$ cat src/design/tcpp_pkg.sv
package tcpp_pkg;

  // parse phases
  localparam logic [2:0] PH_HEADER  = 3'd0;
  localparam logic [2:0] PH_KIND    = 3'd1;
  localparam logic [2:0] PH_LEN     = 3'd2;
  localparam logic [2:0] PH_DATA    = 3'd3;
  localparam logic [2:0] PH_PAYLOAD = 3'd4;

  // record types
  localparam logic [2:0] REC_HEADER  = 3'd0;
  localparam logic [2:0] REC_OPTION  = 3'd1;
  localparam logic [2:0] REC_OPTDATA = 3'd2;
  localparam logic [2:0] REC_PAYLOAD = 3'd3;
  localparam logic [2:0] REC_STATUS  = 3'd4;

  // status codes
  localparam logic [7:0] ST_OK      = 8'd0;
  localparam logic [7:0] ST_TRUNC   = 8'd1;
  localparam logic [7:0] ST_OFFSET  = 8'd2;
  localparam logic [7:0] ST_LENGTH  = 8'd3;
  localparam logic [7:0] ST_OVERRUN = 8'd4;

  localparam logic [5:0] FIXED_HEADER    = 6'd20;
  localparam logic [3:0] MIN_OFFSET      = 4'd5;
  localparam logic [7:0] SINGLE_BYTE_MAX = 8'd1;
  localparam logic [7:0] KIND_LEN_BYTES  = 8'd2;
  localparam int         HDR_BITS        = 160;

  localparam int RQ_DEPTH = 4;
  localparam int RQ_PTR_W = $clog2(RQ_DEPTH);
  localparam int RQ_CNT_W = $clog2(RQ_DEPTH + 1);

  typedef struct packed {
    logic [7:0] data_byte;
    logic       end_of_segment;
  } seg_beat_t;

  typedef struct packed {
    logic [2:0]  record_type;
    logic [15:0] src_port;
    logic [15:0] dst_port;
    logic [31:0] seq_number;
    logic [31:0] ack_number;
    logic [15:0] offset_and_flags;
    logic [15:0] window_size;
    logic [15:0] checksum_word;
    logic [15:0] urgent_pointer;
    logic [7:0]  item_value;
    logic [7:0]  option_data_length;
    logic        last_of_run;
  } rec_beat_t;

  function automatic rec_beat_t make_rec(logic [2:0] kind, logic [7:0] value,
                                         logic [7:0] dlen);
    rec_beat_t r;
    r = '0;
    r.record_type        = kind;
    r.item_value         = value;
    r.option_data_length = dlen;
    return r;
  endfunction

endpackage

$ cat src/design/tcpp_seg_if.sv
interface tcpp_seg_if;
  logic                 valid;
  logic                 ready;
  tcpp_pkg::seg_beat_t  payload;

  modport source (output valid, output payload, input ready);
  modport sink   (input valid, input payload, output ready);
endinterface

$ cat src/design/tcpp_rec_if.sv
interface tcpp_rec_if;
  logic                 valid;
  logic                 ready;
  tcpp_pkg::rec_beat_t  payload;

  modport source (output valid, output payload, input ready);
  modport sink   (input valid, input payload, output ready);
endinterface

$ cat src/design/tcp_header_option_parser_unit.sv
// TCP header and option parser. Takes one segment byte per beat (end_of_segment
// on the final byte) and emits header, option, option data, payload and status
// records. Each byte is parsed in the cycle it is accepted and yields zero, one
// or two records, which go into a 4-entry record queue; a byte is accepted
// whenever the queue has room for two records, so with the record side ready
// the unit takes one byte every cycle. A byte that yields two records (e.g.
// the final byte with its status) writes both into the queue at once. After a
// parse error the status record is emitted and the remaining bytes of the
// segment are dropped silently.
module tcp_header_option_parser_unit (
  input  logic              clk,
  input  logic              rst,
  tcpp_seg_if.sink          segment,
  tcpp_rec_if.source        result
);
  import tcpp_pkg::*;

  logic [2:0]          phase, phase_next;
  logic [5:0]          pos, pos_next;
  logic [HDR_BITS-1:0] hdr_shift, hdr_shift_next;
  logic [5:0]          hdr_end, hdr_end_next;
  logic [7:0]          opt_left, opt_left_next;
  logic [7:0]          pend_kind, pend_kind_next;
  logic                drop, drop_next;

  rec_beat_t           rq [RQ_DEPTH];
  logic [RQ_PTR_W-1:0] wr_ptr, rd_ptr;
  logic [RQ_CNT_W-1:0] rq_cnt;

  logic       accept, pop;
  logic [7:0] b;
  logic       last;
  rec_beat_t  rec0, rec1;
  logic [1:0] nrec;
  logic       err;
  logic [7:0] err_code;
  logic       need_more;
  logic [5:0] pos_inc;
  logic [7:0] dlen;
  logic [8:0] opt_end;
  logic [3:0] doff;
  logic       go_reset;

  assign b      = segment.payload.data_byte;
  assign last   = segment.payload.end_of_segment;
  assign accept = segment.valid && segment.ready;
  assign pop    = result.valid && result.ready;

  assign segment.ready  = rq_cnt <= RQ_CNT_W'(RQ_DEPTH - 2);
  assign result.valid   = rq_cnt != '0;
  assign result.payload = rq[rd_ptr];

  assign pos_inc = pos + 6'd1;
  assign dlen    = b - KIND_LEN_BYTES;
  assign opt_end = {3'b000, pos_inc} + {1'b0, dlen};
  assign doff    = hdr_shift_next[63:60];

  always_comb begin
    phase_next     = phase;
    pos_next       = pos;
    hdr_shift_next = {hdr_shift[HDR_BITS-9:0], b};
    hdr_end_next   = hdr_end;
    opt_left_next  = opt_left;
    pend_kind_next = pend_kind;
    drop_next      = drop;
    rec0           = '0;
    rec1           = '0;
    nrec           = 2'd0;
    err            = 1'b0;
    err_code       = ST_OK;
    need_more      = 1'b0;
    go_reset       = 1'b0;

    if (drop) begin
      go_reset = last;
    end else begin
      if (phase == PH_HEADER) begin
        if (pos_inc < FIXED_HEADER) begin
          if (last) begin
            err      = 1'b1;
            err_code = ST_TRUNC;
          end else begin
            pos_next = pos_inc;
          end
        end else begin
          hdr_end_next = {doff, 2'b00};
          pos_next     = FIXED_HEADER;
          if (doff < MIN_OFFSET) begin
            err      = 1'b1;
            err_code = ST_OFFSET;
          end else if (last && doff > MIN_OFFSET) begin
            err      = 1'b1;
            err_code = ST_TRUNC;
          end else begin
            rec0                  = make_rec(REC_HEADER, 8'd0, 8'd0);
            rec0.src_port         = hdr_shift_next[159:144];
            rec0.dst_port         = hdr_shift_next[143:128];
            rec0.seq_number       = hdr_shift_next[127:96];
            rec0.ack_number       = hdr_shift_next[95:64];
            rec0.offset_and_flags = hdr_shift_next[63:48];
            rec0.window_size      = hdr_shift_next[47:32];
            rec0.checksum_word    = hdr_shift_next[31:16];
            rec0.urgent_pointer   = hdr_shift_next[15:0];
            nrec                  = 2'd1;
            phase_next = (doff == MIN_OFFSET) ? PH_PAYLOAD : PH_KIND;
          end
        end
      end else if (last && phase != PH_PAYLOAD && pos_inc < hdr_end) begin
        err      = 1'b1;
        err_code = ST_TRUNC;
      end else begin
        unique case (phase)
          PH_KIND: begin
            pos_next = pos_inc;
            if (b <= SINGLE_BYTE_MAX) begin
              rec0       = make_rec(REC_OPTION, b, 8'd0);
              nrec       = 2'd1;
              phase_next = (pos_inc >= hdr_end) ? PH_PAYLOAD : PH_KIND;
            end else begin
              pend_kind_next = b;
              phase_next     = PH_LEN;
              need_more      = 1'b1;
            end
          end
          PH_LEN: begin
            pos_next = pos_inc;
            if (b < KIND_LEN_BYTES) begin
              err      = 1'b1;
              err_code = ST_LENGTH;
            end else if (opt_end > {3'b000, hdr_end}) begin
              err      = 1'b1;
              err_code = ST_OVERRUN;
            end else begin
              rec0          = make_rec(REC_OPTION, pend_kind, dlen);
              nrec          = 2'd1;
              opt_left_next = dlen;
              if (dlen == 8'd0) begin
                phase_next = (pos_inc >= hdr_end) ? PH_PAYLOAD : PH_KIND;
              end else begin
                phase_next = PH_DATA;
                need_more  = 1'b1;
              end
            end
          end
          PH_DATA: begin
            pos_next      = pos_inc;
            rec0          = make_rec(REC_OPTDATA, b, 8'd0);
            nrec          = 2'd1;
            opt_left_next = opt_left - 8'd1;
            if (opt_left == 8'd1) begin
              phase_next = (pos_inc >= hdr_end) ? PH_PAYLOAD : PH_KIND;
            end else begin
              need_more = 1'b1;
            end
          end
          PH_PAYLOAD: begin
            rec0 = make_rec(REC_PAYLOAD, b, 8'd0);
            nrec = 2'd1;
          end
          default: begin
            go_reset = last;
          end
        endcase
      end

      // status record closes the run
      if (err || last) begin
        if (nrec == 2'd0) begin
          rec0 = make_rec(REC_STATUS, err ? err_code : (need_more ? ST_TRUNC : ST_OK),
                          8'd0);
        end else begin
          rec1 = make_rec(REC_STATUS, err ? err_code : (need_more ? ST_TRUNC : ST_OK),
                          8'd0);
        end
        nrec = nrec + 2'd1;
        if (last) begin
          go_reset = 1'b1;
        end else begin
          drop_next = 1'b1;
        end
      end

      if (nrec == 2'd1) begin
        rec0.last_of_run = 1'b1;
      end else if (nrec == 2'd2) begin
        rec1.last_of_run = 1'b1;
      end
    end

    if (go_reset) begin
      phase_next     = PH_HEADER;
      pos_next       = '0;
      hdr_end_next   = FIXED_HEADER;
      opt_left_next  = '0;
      pend_kind_next = '0;
      drop_next      = 1'b0;
    end
  end

  always_ff @(posedge clk) begin
    if (rst) begin
      phase     <= PH_HEADER;
      pos       <= '0;
      hdr_end   <= FIXED_HEADER;
      opt_left  <= '0;
      pend_kind <= '0;
      drop      <= 1'b0;
    end else if (accept) begin
      phase     <= phase_next;
      pos       <= pos_next;
      hdr_end   <= hdr_end_next;
      opt_left  <= opt_left_next;
      pend_kind <= pend_kind_next;
      drop      <= drop_next;
    end
  end

  // header bytes only shift while the header is being collected
  always_ff @(posedge clk) begin
    if (accept && !drop && phase == PH_HEADER) begin
      hdr_shift <= hdr_shift_next;
    end
  end

  // record queue
  always_ff @(posedge clk) begin
    if (rst) begin
      wr_ptr <= '0;
      rd_ptr <= '0;
      rq_cnt <= '0;
    end else begin
      if (accept) begin
        wr_ptr <= wr_ptr + RQ_PTR_W'(nrec);
      end
      if (pop) begin
        rd_ptr <= rd_ptr + RQ_PTR_W'(1);
      end
      rq_cnt <= rq_cnt + (accept ? RQ_CNT_W'(nrec) : RQ_CNT_W'(0))
                - (pop ? RQ_CNT_W'(1) : RQ_CNT_W'(0));
    end
  end

  always_ff @(posedge clk) begin
    if (accept && nrec != 2'd0) begin
      rq[wr_ptr] <= rec0;
    end
    if (accept && nrec == 2'd2) begin
      rq[wr_ptr + RQ_PTR_W'(1)] <= rec1;
    end
  end

endmodule

$ cat src/flat_wrapper.sv
// flat-port wrapper written by rule: the top's interface ports become plain ports
module tcp_header_option_parser_unit_flat import tcpp_pkg::*;
  (clk, rst, segment_valid, segment_payload, segment_ready, result_valid, result_payload, result_ready);
  tcpp_seg_if segment_i ();
  tcpp_rec_if result_i ();
  input  logic clk;
  input  logic rst;
  input wire logic [$bits(segment_i.valid)-1:0] segment_valid;
  input wire logic [$bits(segment_i.payload)-1:0] segment_payload;
  output wire logic [$bits(segment_i.ready)-1:0] segment_ready;
  output wire logic [$bits(result_i.valid)-1:0] result_valid;
  output wire logic [$bits(result_i.payload)-1:0] result_payload;
  input wire logic [$bits(result_i.ready)-1:0] result_ready;
  assign segment_i.valid = segment_valid;
  assign segment_i.payload = segment_payload;
  assign segment_ready = segment_i.ready;
  assign result_valid = result_i.valid;
  assign result_payload = result_i.payload;
  assign result_i.ready = result_ready;
  tcp_header_option_parser_unit u_core (.clk(clk), .rst(rst), .segment(segment_i), .result(result_i));
endmodule
$ cat config.mk
export PLATFORM = sky130hd
export DESIGN_NAME = tcp_header_option_parser_unit_flat
export DESIGN_NICKNAME = d
export VERILOG_FILES = /design/src/design/tcpp_pkg.sv /design/src/design/tcpp_seg_if.sv /design/src/design/tcpp_rec_if.sv /design/src/design/tcp_header_option_parser_unit.sv /design/src/flat_wrapper.sv
export SDC_FILE = /design/constraint.sdc
export NUM_CORES = 2
export LEC_CHECK = 0
export ABC_AREA = 1
export BUFFER_PORTS_ARGS = -buffer_cell sky130_fd_sc_hd__buf_4
export CORE_MARGIN = 2
export CORE_UTILIZATION = 55
export CTS_BUF_LIST = sky130_fd_sc_hd__clkbuf_4 sky130_fd_sc_hd__clkbuf_8
export DETAILED_ROUTE_END_ITERATION = 10
export PLACE_DENSITY = 0.85
export SLEW_MARGIN = 20
export SYNTH_ARGS = -nofsm -noshare
export SYNTH_HDL_FRONTEND = slang
export SYNTH_SLANG_ARGS = --single-unit
$ cat constraint.sdc
create_clock -name clk -period 18.5 [get_ports clk]
set_clock_uncertainty 0.15 [all_clocks]
set_input_delay 1.85 -clock clk [delete_from_list [all_inputs] [get_ports clk]]
set_output_delay 1.85 -clock clk [all_outputs]
set_load 0.1 [all_outputs]
==> metrics <==
Yosys cell types=45; full die area=0.06769 mm^2; Sequential Power Share=a little under two fifths; switching power=0.002688 W; unrepaired setup endpoints after global routing=false; Synth Flop Type=dfxtp_1; # port buffers=roughly 190; Routed WL per cell=19.43 um; pre-CTS setup slack=9.438 ns; Sw Share=42.72%; number of global-route vias before repair=a little under 30000; cell taking the most area after synthesis=dfxtp_1; initial core utilization=55.79%; Layout Area Growth over Synthesis=12.25%; top-count cell post-synth=dfxtp_1; Worst-Margin Slew=~1.1 ns; Crit path top cell by count=nand2_1; outcome=completed; IO Count=between 150 and 200; Die Y=260.2 um; CP required=19.05 ns; Antenna Nets Post-Route=0; top post-synthesis cells by area=dfxtp_1 (41%), edfxtp_1 (14%), nand3_1 (10%), o21ai_0 (8.5%), o21ai_1 (6.4%); die width=between 200 and 300 um; CORE AREA=0.06470 mm^2; CTS clk-pin slew, worst paths=approximately 0.06 ns; initial antenna violation count=2; Critical-path top delay cell=buf_4; Final Non-Filler Cells=5223; Sink Count=911; crit path time final=8.313 ns; Post-synth top cells=dfxtp_1 (739), nand3_1 (726), o21ai_0 (614), o21ai_1 (463), nor2_1 (420); leakage power total=14.59 nW; Iter 0 DRT Violations=around 3600; clock latency on the worst-skew pair=0.82 ns; sequential element share of the synthesized area=55.30%; Setup Buffers After CTS=0; Hold Path Class=reg2reg; P_int=0.003604 W; critical path class=in2reg; final critical-path share of the clock period=44.94%; Avg Cell Area, Syn=8.493 um^2; mux contribution to synthesized area=0%; Post-synth EDFFs=172; peak supply drop=0.1259 mV; asr flop ratio synth=0%; hold buffer count at cts=0; Clk pwr share=between 20% and 30%; Gate power share=around a third; setup violators final=0; Max-Cap Viols=0; Cells after DPL=4952; crit start category=primary input; Congestion Overflow GR=0; via count=32290; Synth Area in XOR/XNOR=0.3848%; CTS root buf=clkbuf_8; H-Tree Depth=4; largest net degree at the start of global routing=between 150 and 200; Crit. End Element=flop; Hold Fails Final Rpt=0; post-synthesis simple-gate area fraction=about a fifth; share of the synthesized area in the top cell type=slightly above 40%; Rows=93; Final Max Tran Viols=0; post-synthesis compound-gate area fraction=between 10% and 20%; First-pass DRT Iterations=6; first-pass GRT wire length=between 150000 and 200000 um; CP max stage delay=0.79 ns; drt total wl=roughly 100000 um; worst setup margin=10.19 ns; worst-path fanout max=between 150 and 200; pwr dens=around 160 mW/mm^2; Gate Count Post-Synth=4250; CTS Buf Count=144; Max Clk Rate=0.1203 GHz; syn_nets=4289; CTS tree=yes; yosys warns=0; flop and latch count out of synthesis=911; placer congestion estimate=0.8854; share of layout cells above drive strength 1=12.22%; CTS resizes=0; largest family of logic cells by synthesized area=compound AO/OA/AOI/OAI gates; GRT Overall Usage=29.11%; layout net count=4282; CP arrival=8.86 ns; vias per cell=6.183; dpl hpwl=55450 um; Post-Synth Adder-Cell Area=0.9429%; Setup TNS=0 ns; worst-case clock buffer depth=3; Slew headroom=23.86%; Cell Area, Synth=0.03609 mm^2; # DRC=0
cells in the final DEF, fill, tap and decap left out, types with 9 or more instances in the layout:
master / instances
nand2_1: 295
clkbuf_8: 171
nor2_1: 420
nand3_1: 726
o22ai_1: 179
edfxtp_1: 172
dfxtp_1: 737
ha_1: 24
clkbuf_4: 64
o21ai_1: 463
buf_4: 218
o21ai_0: 614
inv_1: 78
a21oi_1: 50
a211oi_1: 9
nand4_1: 13
state kept, by name, summed over array words and instances (netlist names), 2 cells and up, named ones only:
| register | count |
|---|---|
| u_core.pend_kind | 8 |
| u_core.rq_cnt | 3 |
| u_core.phase | 3 |
| u_core.opt_left | 8 |
| u_core.wr_ptr | 2 |
| u_core.rq | 720 |
| u_core.hdr_shift | 152 |
| u_core.rd_ptr | 2 |
| u_core.pos | 6 |
| u_core.hdr_end | 4 |
power groups by stage:
stage / clock network, W / logic (W) / registers, W
final: 0.00183 / 0.00215 / 0.00232
after global routing: 0.00193 / 0.00225 / 0.00233
after CTS: 0.00184 / 0.00213 / 0.00232
after detailed placement: 0 / 0.00212 / 0.00236
after global placement: 0 / 0.00212 / 0.00235
after floorplan: 0 / 0.00167 / 0.00233
worst max-delay path, delay by kind of cell:
family	cells	cell delay, ns
buffers and inverters	12	2.95
and+or+nand+nor	16	1.52
adders and majority gates	4	1.25
xor gates and xnor gates	2	0.50
AOI/OAI and AO/OA	3	0.46
stage by stage:
step	power, W	utilization [%]	hold WS (ns)	instance area (um^2)
2_1_floorplan	0.003994	-	0.2604	36090
3_5_place_dp	0.004481	57.73	0.2833	37350
5_1_grt	0.006506	62.62	0.3066	40520
3_3_place_gp	0.004472	57.73	0.2778	37350
4_1_cts	0.006291	62.59	0.2961	40490
6_report	0.006292	62.62	0.2944	40520
area by class of cell:
cell class	count	area (um^2)
Inverter	93	399.1
Multi-Input combinational cell	2872	14240
Sequential cell	911	19970
Clock buffer	235	2834
Timing Repair Buffer	221	1679
Fill cell	5433	24180
Clock inverter	31	312.8
Tap cell	855	1070
Antenna cell	5	12.51
cells by family (layout without fill, tap and decap cells):
logic type | after synthesis | after routing
xor gates and xnor gates | 15 | 15
buffers and inverters | 467 | 580
adders and majority gates | 26 | 26
DFF | 911 | 911
other | 0 | 5
AOI/OAI and AO/OA | 1340 | 1340
and+or+nand+nor | 1491 | 1491
metal layers:
| layer | global-route usage, % | wire (um) | up-vias |
|---|---|---|---|
| met3 | 4.990 | 9492 | 259 |
| met1 | 39.63 | 41680 | 15260 |
| li1 | - | - | 15010 |
| met5 | 0 | 13 | - |
| met4 | 14.19 | 3805 | 2 |
| met2 | 45.04 | 46490 | 1758 |
final timing paths:
check                                      start                        endpoint  slack (ns)  cells after the start
setup / recovery              segment_payload[2]  u_core.rq[2][107]$_SDFFE_PP0P_       10.19                     37
setup reg to reg      u_core.pos[0]$_SDFFE_PP0P_  u_core.rq[2][107]$_SDFFE_PP0P_       11.17                     36
hold reg to reg   u_core.hdr_shift[33]$_DFFE_PP_  u_core.hdr_shift[41]$_DFFE_PP_        0.29                      0
hold / removal    u_core.hdr_shift[33]$_DFFE_PP_  u_core.hdr_shift[41]$_DFFE_PP_        0.29                      0
No activity file was read; power rests on OpenSTA's default activity.
